## config.mk

```make
export PLATFORM = sky130hd
export DESIGN_NAME = nearest_point_tile_labeler
export DESIGN_NICKNAME = d
export VERILOG_FILES = /design/src/hw/rtl/npt_pkg.sv /design/src/hw/rtl/npt_store.sv /design/src/hw/rtl/npt_scan.sv /design/src/hw/rtl/npt_mod.sv /design/src/hw/rtl/nearest_point_tile_labeler.sv
export SDC_FILE = /design/constraint.sdc
export NUM_CORES = 2
export LEC_CHECK = 0
export BUFFER_PORTS_ARGS = -buffer_cell sky130_fd_sc_hd__buf_4
export CORE_MARGIN = 2
export CORE_UTILIZATION = 40
export CTS_CLUSTER_DIAMETER = 200
export DETAILED_ROUTE_END_ITERATION = 10
export SLEW_MARGIN = 10
export SYNTH_ARGS = -nofsm -noshare
export SYNTH_HDL_FRONTEND = slang
export SYNTH_SLANG_ARGS = --single-unit
```

## constraint.sdc

```tcl
create_clock -name clk -period 5.75 [get_ports clk]
set_input_delay 0.575 -clock clk [delete_from_list [all_inputs] [get_ports clk]]
set_output_delay 0.575 -clock clk [all_outputs]
set_load 0.05 [all_outputs]
```

## src/hw/rtl/npt_pkg.sv

```systemverilog
`timescale 1ns / 1ps
`default_nettype none

package npt_pkg;

  localparam int ID_W   = 16;
  localparam int DIST_W = 17;
  localparam int TEX_W  = 8;
  localparam int CFG_W  = 9;
  localparam int IN_CW  = 8;

  // request codes
  localparam logic [1:0] REQ_CLEAR  = 2'd0;
  localparam logic [1:0] REQ_INSERT = 2'd1;
  localparam logic [1:0] REQ_QUERY  = 2'd2;

  // register index, taken from paddr[2]
  localparam logic REG_TEXTURE_COUNT = 1'b0;

  localparam logic [CFG_W-1:0] TEX_COUNT_RST = 9'd16;
  localparam logic [CFG_W-1:0] TEX_COUNT_MAX = 9'd256;

  typedef struct packed {
    logic [1:0]       req_type;
    logic [IN_CW-1:0] coord_x;
    logic [IN_CW-1:0] coord_y;
    logic [ID_W-1:0]  object_id;
  } npt_in_t;

  typedef struct packed {
    logic              found;
    logic [TEX_W-1:0]  texture;
    logic [DIST_W-1:0] min_distance;
  } npt_out_t;

  typedef struct packed {
    logic              done;
    logic              have;
    logic [ID_W-1:0]   best_id;
    logic [DIST_W-1:0] best_d;
  } npt_scan_res_t;

endpackage

`default_nettype wire

```

## src/hw/rtl/npt_store.sv

```systemverilog
`timescale 1ns / 1ps
`default_nettype none

module npt_store #(
  parameter int DEPTH = 64,
  parameter int AW    = 6,
  parameter int DW    = 32
) (
  input  wire logic          clk,
  input  wire logic          wr_en,
  input  wire logic [AW-1:0] wr_addr,
  input  wire logic [DW-1:0] wr_data,
  input  wire logic          rd_en,
  input  wire logic [AW-1:0] rd_addr,
  output logic [DW-1:0]      rd_data
);

  logic [DW-1:0] mem_r [DEPTH];
  logic [DW-1:0] rd_data_r;

  always_ff @(posedge clk) begin
    if (wr_en) begin
      mem_r[wr_addr] <= wr_data;
    end
  end

  always_ff @(posedge clk) begin
    if (rd_en) begin
      rd_data_r <= mem_r[rd_addr];
    end
  end

  assign rd_data = rd_data_r;

endmodule

`default_nettype wire

```

## src/hw/rtl/npt_scan.sv

```systemverilog
`timescale 1ns / 1ps
`default_nettype none

module npt_scan #(
  parameter int CW   = 8,
  parameter int AW   = 6,
  parameter int CNTW = 7
) (
  input  wire logic                   clk,
  input  wire logic                   rst_n,
  input  wire logic                   start,
  input  wire logic [CW-1:0]          qx,
  input  wire logic [CW-1:0]          qy,
  input  wire logic [CNTW-1:0]        count,
  output logic                        rd_en,
  output logic [AW-1:0]               rd_addr,
  input  wire logic [2*CW+npt_pkg::ID_W-1:0] rd_data,
  output npt_pkg::npt_scan_res_t      res
);

  localparam int DWD = 2 * CW + 1;

  logic                  issuing_r;
  logic [CNTW-1:0]       iss_r;
  logic [CNTW-1:0]       cnt_r;
  logic [CW-1:0]         qx_r;
  logic [CW-1:0]         qy_r;
  logic                  last_issue;

  logic                  v1_r, last1_r;
  logic                  v2_r, last2_r;
  logic                  v3_r, last3_r;
  logic [CW-1:0]         dx_r, dy_r;
  logic [npt_pkg::ID_W-1:0] id2_r, id3_r;
  logic [DWD-1:0]        d_r;

  logic [CW-1:0]         px, py;
  logic [npt_pkg::ID_W-1:0] pid;
  logic [2*CW-1:0]       sqx, sqy;

  logic                  have_r;
  logic [DWD-1:0]        best_d_r;
  logic [npt_pkg::ID_W-1:0] best_id_r;
  logic                  done_r, done_nxt;
  logic                  take;

  assign last_issue = (iss_r + CNTW'(1)) == cnt_r;
  assign rd_en      = issuing_r;
  assign rd_addr    = iss_r[AW-1:0];

  assign {px, py, pid} = rd_data;

  assign sqx = (2*CW)'(dx_r) * (2*CW)'(dx_r);
  assign sqy = (2*CW)'(dy_r) * (2*CW)'(dy_r);

  assign take     = v3_r && (!have_r || (d_r < best_d_r));
  assign done_nxt = (start && (count == '0)) || (v3_r && last3_r);

  // control
  always_ff @(posedge clk) begin
    if (!rst_n) begin
      issuing_r <= 1'b0;
      iss_r     <= '0;
      v1_r      <= 1'b0;
      v2_r      <= 1'b0;
      v3_r      <= 1'b0;
      last1_r   <= 1'b0;
      last2_r   <= 1'b0;
      last3_r   <= 1'b0;
      have_r    <= 1'b0;
      done_r    <= 1'b0;
    end else begin
      if (start) begin
        issuing_r <= (count != '0);
        iss_r     <= '0;
      end else if (issuing_r) begin
        iss_r <= iss_r + CNTW'(1);
        if (last_issue) begin
          issuing_r <= 1'b0;
        end
      end
      v1_r    <= issuing_r;
      last1_r <= issuing_r && last_issue;
      v2_r    <= v1_r;
      last2_r <= last1_r;
      v3_r    <= v2_r;
      last3_r <= last2_r;
      if (start) begin
        have_r <= 1'b0;
      end else if (take) begin
        have_r <= 1'b1;
      end
      done_r <= done_nxt;
    end
  end

  // datapath
  always_ff @(posedge clk) begin
    if (start) begin
      qx_r  <= qx;
      qy_r  <= qy;
      cnt_r <= count;
    end
    dx_r  <= (qx_r > px) ? (qx_r - px) : (px - qx_r);
    dy_r  <= (qy_r > py) ? (qy_r - py) : (py - qy_r);
    id2_r <= pid;
    d_r   <= DWD'(sqx) + DWD'(sqy);
    id3_r <= id2_r;
    if (take) begin
      best_d_r  <= d_r;
      best_id_r <= id3_r;
    end
  end

  assign res.done    = done_r;
  assign res.have    = have_r;
  assign res.best_id = best_id_r;
  assign res.best_d  = npt_pkg::DIST_W'(best_d_r);

endmodule

`default_nettype wire

```

## src/hw/rtl/npt_mod.sv

```systemverilog
`timescale 1ns / 1ps
`default_nettype none

module npt_mod (
  input  wire logic                      clk,
  input  wire logic                      rst_n,
  input  wire logic                      start,
  input  wire logic [npt_pkg::ID_W-1:0]  dividend,
  input  wire logic [npt_pkg::CFG_W-1:0] divisor,
  output logic                           done,
  output logic [npt_pkg::TEX_W-1:0]      rem
);

  localparam int STEPS = npt_pkg::ID_W;
  localparam int SW    = $clog2(STEPS);

  logic                      run_r;
  logic [SW-1:0]             step_r;
  logic [npt_pkg::ID_W-1:0]  dvd_r;
  logic [npt_pkg::TEX_W-1:0] rem_r, rem_nxt;
  logic [npt_pkg::CFG_W-1:0] div_r;
  logic                      zero_r;
  logic                      done_r;
  logic [npt_pkg::CFG_W-1:0] trial;

  // restoring step, one quotient bit a cycle; remainder stays below 256
  assign trial   = {rem_r, dvd_r[npt_pkg::ID_W-1]};
  assign rem_nxt = (trial >= div_r) ? npt_pkg::TEX_W'(trial - div_r)
                                    : npt_pkg::TEX_W'(trial);

  always_ff @(posedge clk) begin
    if (!rst_n) begin
      run_r  <= 1'b0;
      step_r <= '0;
      done_r <= 1'b0;
    end else begin
      done_r <= 1'b0;
      if (start) begin
        run_r  <= 1'b1;
        step_r <= '0;
      end else if (run_r) begin
        step_r <= step_r + SW'(1);
        if (step_r == SW'(STEPS - 1)) begin
          run_r  <= 1'b0;
          done_r <= 1'b1;
        end
      end
    end
  end

  always_ff @(posedge clk) begin
    if (start) begin
      dvd_r  <= dividend;
      rem_r  <= '0;
      div_r  <= divisor;
      zero_r <= (divisor == '0);
    end else if (run_r) begin
      dvd_r <= {dvd_r[npt_pkg::ID_W-2:0], 1'b0};
      rem_r <= rem_nxt;
    end
  end

  assign done = done_r;
  assign rem  = zero_r ? '0 : rem_r;

endmodule

`default_nettype wire

```

## src/hw/rtl/nearest_point_tile_labeler.sv

```systemverilog
// query: one entry read a cycle from the start transfer, then a 16-step modulo unit;
//   an empty store skips the modulo unit and answers once the scan is done
// busy drops with the strobe, so a new query is taken only after the last result
// clear and insert: taken back to back, busy stays low, no result
// the result strobe lasts one cycle; the receiver cannot stall
// rst_n (synchronous, active low) empties the store and sets texture_count to 16
`timescale 1ns / 1ps
`default_nettype none

module nearest_point_tile_labeler #(
  parameter int MAX_POINTS      = 64,
  parameter int TILE_COORD_BITS = 8
) (
  input  wire logic             clk,
  input  wire logic             rst_n,
  // command channel
  input  wire logic             start,
  output logic                  busy,
  input  wire npt_pkg::npt_in_t in_data,
  // result channel
  output logic                  out_valid,
  output npt_pkg::npt_out_t     out_data,
  // register port
  input  wire logic             psel,
  input  wire logic             penable,
  input  wire logic             pwrite,
  input  wire logic [2:0]       paddr,
  input  wire logic [31:0]      pwdata,
  output logic [31:0]           prdata,
  output logic                  pready
);

  // coordinates arrive on 8 bits and are kept to the tile width
  localparam int CW   = (TILE_COORD_BITS < npt_pkg::IN_CW) ? TILE_COORD_BITS
                                                            : npt_pkg::IN_CW;
  localparam int AW   = (MAX_POINTS > 1) ? $clog2(MAX_POINTS) : 1;
  localparam int CNTW = $clog2(MAX_POINTS + 1);
  localparam int DW   = 2 * CW + npt_pkg::ID_W;

  localparam logic [1:0] ST_IDLE = 2'd0;
  localparam logic [1:0] ST_SCAN = 2'd1;
  localparam logic [1:0] ST_MOD  = 2'd2;

  logic [1:0]                state_r;
  logic [CNTW-1:0]           count_r;
  logic [npt_pkg::CFG_W-1:0] tex_count_r;
  logic                      out_valid_r;
  npt_pkg::npt_out_t         out_r;

  logic                      accept;
  logic                      is_clear, is_insert, is_query;
  logic                      full;
  logic                      mem_wr;
  logic [CW-1:0]             qx, qy;
  logic [npt_pkg::CFG_W-1:0] modulus;
  logic                      cfg_wr;

  logic                      rd_en;
  logic [AW-1:0]             rd_addr;
  logic [DW-1:0]             rd_data;
  npt_pkg::npt_scan_res_t    scan_res;
  logic                      mod_start;
  logic                      mod_done;
  logic [npt_pkg::TEX_W-1:0] mod_rem;

  // command transfer and decode
  assign busy      = (state_r != ST_IDLE);
  assign accept    = start && !busy;
  assign is_clear  = accept && (in_data.req_type == npt_pkg::REQ_CLEAR);
  assign is_insert = accept && (in_data.req_type == npt_pkg::REQ_INSERT);
  assign is_query  = accept && (in_data.req_type == npt_pkg::REQ_QUERY);

  assign full   = (count_r == CNTW'(MAX_POINTS));
  assign mem_wr = is_insert && !full;
  assign qx     = in_data.coord_x[CW-1:0];
  assign qy     = in_data.coord_y[CW-1:0];

  // texture count above 256 behaves as 256; zero is caught in the modulo unit
  assign modulus = (tex_count_r > npt_pkg::TEX_COUNT_MAX) ? npt_pkg::TEX_COUNT_MAX
                                                          : tex_count_r;

  // point memory: x, y and id side by side in one word, appended at the fill count.
  // an insert into a store that is not full writes at its transfer edge, so a following query always reads it
  npt_store #(
    .DEPTH (MAX_POINTS),
    .AW    (AW),
    .DW    (DW)
  ) u_store (
    .clk     (clk),
    .wr_en   (mem_wr),
    .wr_addr (count_r[AW-1:0]),
    .wr_data ({qx, qy, in_data.object_id}),
    .rd_en   (rd_en),
    .rd_addr (rd_addr),
    .rd_data (rd_data)
  );

  // nearest-point scan, earliest point kept on equal distance
  npt_scan #(
    .CW   (CW),
    .AW   (AW),
    .CNTW (CNTW)
  ) u_scan (
    .clk     (clk),
    .rst_n   (rst_n),
    .start   (is_query),
    .qx      (qx),
    .qy      (qy),
    .count   (count_r),
    .rd_en   (rd_en),
    .rd_addr (rd_addr),
    .rd_data (rd_data),
    .res     (scan_res)
  );

  assign mod_start = (state_r == ST_SCAN) && scan_res.done && scan_res.have;

  npt_mod u_mod (
    .clk      (clk),
    .rst_n    (rst_n),
    .start    (mod_start),
    .dividend (scan_res.best_id),
    .divisor  (modulus),
    .done     (mod_done),
    .rem      (mod_rem)
  );

  // sequencer, fill count and result register
  always_ff @(posedge clk) begin
    if (!rst_n) begin
      state_r     <= ST_IDLE;
      count_r     <= '0;
      out_valid_r <= 1'b0;
    end else begin
      out_valid_r <= 1'b0;
      if (is_clear) begin
        count_r <= '0;
      end else if (mem_wr) begin
        count_r <= count_r + CNTW'(1);
      end
      case (state_r)
        ST_IDLE: begin
          if (is_query) begin
            state_r <= ST_SCAN;
          end
        end
        ST_SCAN: begin
          if (scan_res.done) begin
            if (scan_res.have) begin
              state_r <= ST_MOD;
            end else begin
              // empty store answers at once
              state_r     <= ST_IDLE;
              out_valid_r <= 1'b1;
            end
          end
        end
        ST_MOD: begin
          if (mod_done) begin
            state_r     <= ST_IDLE;
            out_valid_r <= 1'b1;
          end
        end
        default: begin
          state_r <= ST_IDLE;
        end
      endcase
    end
  end

  always_ff @(posedge clk) begin
    if ((state_r == ST_SCAN) && scan_res.done && !scan_res.have) begin
      out_r <= '0;
    end else if ((state_r == ST_MOD) && mod_done) begin
      out_r.found        <= 1'b1;
      out_r.texture      <= mod_rem;
      out_r.min_distance <= scan_res.best_d;
    end
  end

  assign out_valid = out_valid_r;
  assign out_data  = out_r;

  // register port: texture_count at byte address 0, no wait states
  assign cfg_wr = psel && penable && pwrite && pready
                  && (paddr[2] == npt_pkg::REG_TEXTURE_COUNT);

  always_ff @(posedge clk) begin
    if (!rst_n) begin
      tex_count_r <= npt_pkg::TEX_COUNT_RST;
    end else if (cfg_wr) begin
      tex_count_r <= pwdata[npt_pkg::CFG_W-1:0];
    end
  end

  assign pready = 1'b1;
  assign prdata = (paddr[2] == npt_pkg::REG_TEXTURE_COUNT)
                  ? {{(32 - npt_pkg::CFG_W){1'b0}}, tex_count_r} : '0;

endmodule

`default_nettype wire

```

# --- Word-level counts from Yosys, hierarchy flattened ---
# Memories as Yosys holds them, arrays and structs flattened. A register that Yosys moved wholly into a read port is not among the register bits.
# Index checks and enable logic that the tools add are counted.
op_classes:
  add_sub_neg: 9
  n_mul: 2
  magnitude_cmp: 5
  eq_ne: 10
  n_mux: 26
  bitwise: 3
  reduce_logical: 33
op_table:
  columns: ["cell", "count"]
  rows:
  - ["$sub 8x8->8", 5]
  - ["$mul 8x8->16", 2]
  - ["$mux 16", 2]
  - ["$mux 8", 4]
  - ["$mux 9", 2]
  - ["$add 16x16->17", 1]
  - ["$lt 17x17->1", 1]
  - ["$gt 8x8->1", 2]
  - ["$logic_and 1x1->1", 16]
  - ["$add 7x1->7 const B", 2]
  - ["$mux 1", 12]
  - ["$ge 9x9->1", 1]
  - ["$gt 9x9->1 const B", 1]
  - ["$logic_not 9->1", 1]
  - ["$mux 2", 4]
  - ["$eq 7x7->1", 1]
  - ["$eq 7x7->1 const B", 1]
  - ["$logic_not 7->1", 1]
  - ["$reduce_bool 7->1", 1]
  - ["$ne 2x1->1 const B", 3]
  - ["$pmux 2 s3", 1]
  - ["$reduce_or 2->1", 3]
  - ["$add 4x1->4 const B", 1]
  - ["$eq 2x1->1 const B", 2]
  - ["other kinds (10)", 18]
word_totals:
  regBits: 222
  ram_bits: 2048
  out_inout_bits: 61
  memories: 1
mem_list:
  columns: ["memory", "depth", "word_bits", "read_ports", "rd_clocked_by_memory_dff", "write_ports", "line", "text"]
  rows:
  - ["u_store.mem_r", 64, 32, 1, 1, 1, "npt_store.sv:18", "logic [DW-1:0] mem_r [DEPTH];"]

# --- Logic depth before layout (Yosys ltp) ---
depth:
  word_depth: 7
  depth_mapped: 20

# --- Cells and area by module ---
# From an unflattened synthesis, not the netlist that was laid out.
unflattened:
  cells_unflattened: 4617
  area_unflattened_um2: 92172.2
modules_own_cells:
  columns: ["mod", "instances", "cells_each", "area_per_inst_um2"]
  rows:
  - ["npt_store", 1, 3324, 78835.6]
  - ["npt_scan", 1, 832, 9053.7]
  - ["nearest_point_tile_labeler", 1, 271, 2144.6]
  - ["npt_mod", 1, 190, 2138.3]

# --- Worst setup path after synthesis ---
# OpenSTA, ideal clock, no wires.
synth_path:
  kind: "reg2reg"
  from: "register u_scan.dy_r[5]"
  to: "register u_scan.d_r[16]"
  arrival_time_ps: 5189
  t_required_ps: 5678
  slack_ps: 489
  path_stages_with_launch: 19
  path_buffers: 1
  cell_sequence: "dfxtp_1 -> clkbuf_1 -> inv_1 -> nor2_1 -> fa_1 -> fa_1 -> fa_1 -> fa_1 -> fa_1 -> inv_1 -> fa_1 -> inv_1 -> ha_1 -> a211oi_1 -> o211ai_1 -> a31o_2 -> a31o_2 -> a21oi_1 -> xnor2_1"
synth_via:
  elab_chain_cells: 2
synth_lines:
  columns: ["element", "line", "text"]
  rows:
  - ["start, declared", "npt_scan.sv:33", "logic [CW-1:0] dx_r, dy_r;"]
  - ["start signal, assigned", "npt_scan.sv:105", "dy_r <= (qy_r > py) ? (qy_r - py) : (py - qy_r);"]
  - ["$mul 8x8->16", "npt_scan.sv:54", "assign sqy = (2*CW)'(dy_r) * (2*CW)'(dy_r);"]
  - ["$add 16x16->17", "npt_scan.sv:107", "d_r <= DWD'(sqx) + DWD'(sqy);"]
  - ["end signal, assigned", "npt_scan.sv:107", null]
  - ["end, declared", "npt_scan.sv:35", "logic [DWD-1:0] d_r;"]
# Every way passes these cells.
# A chain may end at the register's enable or synchronous reset.

# --- Worst setup path in the final report ---
layout_path:
  from: "register u_scan.dx_r[4]"
  to: "register u_scan.d_r[16]"
layout_via:
  elab_chain_cells: 2
layout_lines:
  columns: ["element", "line", "text"]
  rows:
  - ["start, declared", "npt_scan.sv:33", null]
  - ["start signal, assigned", "npt_scan.sv:104", "dx_r <= (qx_r > px) ? (qx_r - px) : (px - qx_r);"]
  - ["$mul 8x8->16", "npt_scan.sv:53", "assign sqx = (2*CW)'(dx_r) * (2*CW)'(dx_r);"]
  - ["$add 16x16->17", "npt_scan.sv:107", null]
# Every way passes these cells.

==> results.toml <==
[synthesis]
synthCells = 4434
ys_seq_area_share_pct = 73.8
synthFlopType = "edfxtp_1"
synth.top_cell.area_share_pct = 70.7
synthArstFlopShare_pct = 0
ys_top_cells_by_area = "edfxtp_1, mux4_2, dfxtp_1, fa_1, ha_1"
netlist_top_cells_count = "edfxtp_1, mux4_2, nand2_1"
yosys_warnings = 0
synthesis.area_um2 = 91800
synth_seq_cells = 2302
yosysMostFrequentCell = "edfxtp_1"
yosysUniqueCellTypes = 63
syn_area_per_cell_um2 = 20.7
synth_edf_count = 2162
synth_area_leader_cell = "edfxtp_1"

[setup_path]
criticalPathCategory = "reg2reg"
slowest_delay_ns = 0.57
crit_top_cell = "fa_1"
slowest_stage = "dfxtp_1"
crit_path_end_kind = "flip-flop"
cp.required_ns = 6.56
startpoint = "u_scan.dx_r[4]"
cp_max_fo = 9
worstPathArrival_ns = 6.22
start_kind = "flip-flop"
reg2reg_from = "u_scan.dx_r[4]"
critical_path.cell_chain = "nand2_1, fa_1, fa_1, inv_1, fa_1, fa_1, inv_1, fa_1, fa_1, inv_1, ha_1, a211oi_1, o211ai_1, a31o_2, a31o_2, a21oi_1, xnor2_1"

[floorplanning]
die_area_um2 = 233000
num_rows = 175
die_x_um = 483
pin_count = 136
dieHeight_um = 483
initial_utilization_pct = 40.3
core_area_um2 = 228000

[clock_network]
clockBufferDepth = 3
cts_root_buffer = "clkbuf_16"
numCtsBuffers = 228
htreeDepth = 4
path_clk_slew_ns = 0.06
cts_sinks = 2302
worstSkewPairLatency_ns = 0.88
cts_tree = "done"

[timing]
period_minus_slack_ns = 5.41
relSlewSlack_pct = 23.2
hold_viol = 0
rsz0062_at_grt = "false"
drv_slew = 0
fin_crit_sh_pct = 94.1
worstMarginPinSlew_ns = 1.14
setup_viol = 0
skew_ns = 0.0649
fin_ws_ns = 0.342
timing.fmax_ghz = 0.185
tns_ns = 0

[grt]
grt_max_degree = 76
antenna_found_initial = 5
track_usage_pct = 18.3
grt_pass1_vias = 44800
grt-ovfl-total = 0
grt_pass1_wl_um = 313000

[route]
wirelength_um = 215000
drt_iter0_drc = 4402
dr.pass1.iters = 5
wl_per_cell_um = 27.2
vias = 43600
viasPerCell = 5.52
postRouteAntennaNets = 0
drc = 0

[run_status]
status = "complete, no violations"

[placement]
post-dp-hpwl_um = 122000
portBuffers = 86
dp_cells = 7460
routabilityCongestion = 0.786
pre_cts_ws_ns = 0.143

[final_layout]
stdcell_count = 7900
drive_above_1_share_pct = 25.5
syn_to_final_growth_pct = 13.8
n_fill_cell = 18900
nNetsFinal = 4971

[min_path]
hold_path_class = "in2reg"
min-delay-start = "in_data[3]"

[power]
p_leak_nw = 32.9
power_density_nw_per_um2 = 370
ir_drop_mv = 0.668

[job]
timing.max_cap.violations = 0
==> through the flow <==
stage / power, mW / cell area (um2) / utilization [%] / hold slack (ns)
floorplan: 23.0 / 91900 / - / 0.310
global placement: 24.2 / 96800 / 42.5 / 0.314
detailed placement: 24.2 / 96800 / 42.5 / 0.312
CTS: 39.0 / 104000 / 45.9 / 0.156
global route: 40.3 / 104000 / 45.9 / 0.232
finish: 38.6 / 104000 / 45.9 / 0.249
==> cell type report <==
| cell class | instances | area (um2) | share of cell area (%) |
|---|---|---|---|
| diodes | 4 | 10.0 | 0.00958 |
| inverters | 179 | 672 | 0.643 |
| well taps | 3009 | 3760 | 3.60 |
| repair buffers | 241 | 2100 | 2.01 |
| flip-flops and latches | 2302 | 67700 | 64.8 |
| clock inverters | 137 | 1550 | 1.48 |
| clock buffers | 282 | 5940 | 5.68 |
| multi-input cells | 1746 | 22700 | 21.7 |
==> per-layer routing <==
metal | share of wire (%) | track usage [%] | vias to the layer above
li1 | - | - | 18400
met1 | 43 | 25.3 | 23400
met2 | 49 | 30.2 | 1390
met3 | 5.9 | 3.05 | 295
met4 | 2.1 | 4.46 | 0
met5 | 0 | 0 | -
==> critical path: cells and delay by family (launching register included) <==
kind | cells | cell delay (ns)
buffers and inverters | 3 | 0.15
xor gates and xnor gates | 1 | 0.13
DFF | 1 | 0.57
adders and majority gates | 7 | 3.19
and+or+nand+nor | 1 | 0.20
AOI/OAI and AO/OA | 5 | 1.14
==> where the power goes <==
group | switching (mW) | leakage, nW | total (mW) | internal [mW]
combinational | 2.96 | 8.68 | 5.20 | 2.24
sequential | 0.0766 | 20.6 | 18.6 | 18.5
clock | 6.38 | 3.63 | 14.9 | 8.48
==> registers in the layout, indices dropped and copies added (netlist names), 9 cells and up <==
signal / cells
out_data: 26
tex_count_r: 9
u_mod.div_r: 9
u_mod.dvd_r: 16
u_scan.best_d_r: 17
u_scan.best_id_r: 16
u_scan.d_r: 17
u_scan.id2_r: 16
u_scan.id3_r: 16
u_store.mem_r: 2048
u_store.rd_data: 32
==> cells by family (layout without fill, tap and decap cells) <==
| family | after synthesis | after routing | share of synthesized area, % |
|---|---|---|---|
| simple gates | 514 | 514 | 2.62 |
| mux | 677 | 677 | 15.7 |
| buf+inv | 408 | 839 | 2.11 |
| flops | 2302 | 2302 | 73.8 |
| compound gates | 279 | 279 | 1.95 |
| xor+xnor | 54 | 54 | 0.515 |
| other cells | 2 | 28 | 0.00818 |
| fa+ha+maj | 198 | 198 | 3.36 |
==> layout by cell type, fill, tap and decap left out, types with 34 or more instances in the layout <==
cell type / Yosys / routed
edfxtp_1: 2162 / 2162
mux4_2: 608 / 608
clkbuf_16: 0 / 229
buf_4: 38 / 204
nand2_1: 183 / 183
inv_1: 178 / 177
dfxtp_1: 140 / 134
ha_1: 117 / 117
fa_1: 81 / 81
a21oi_1: 66 / 66
nor2_1: 131 / 66
mux2i_1: 63 / 63
nor2_4: 0 / 63
clkbuf_1: 99 / 52
a22oi_1: 49 / 49
and2_1: 45 / 45
clkinv_1: 1 / 43
clkinv_2: 0 / 43
o21ai_0: 41 / 41
nor2b_1: 42 / 39
o22ai_1: 34 / 34
==> worst paths after layout <==
path	end	slack, ns	cells past startpoint
setup reg to reg	u_scan.d_r[16]	0.34	17
hold reg to reg	u_scan.id3_r[9]	0.31	0
hold / removal	u_store.mem_r[4][3]	0.25	1
setup / recovery	u_scan.d_r[16]	0.34	17
==> repair_timing <==
action                                  in CTS  in global routing
setup buffers                                0                  0
hold buffers                                17                  0
endpoints found under the setup margin       0                  1
hold endpoints to repair                    11                  0
resized for setup                            0                  1
Power figures use the tool's default switching activity.
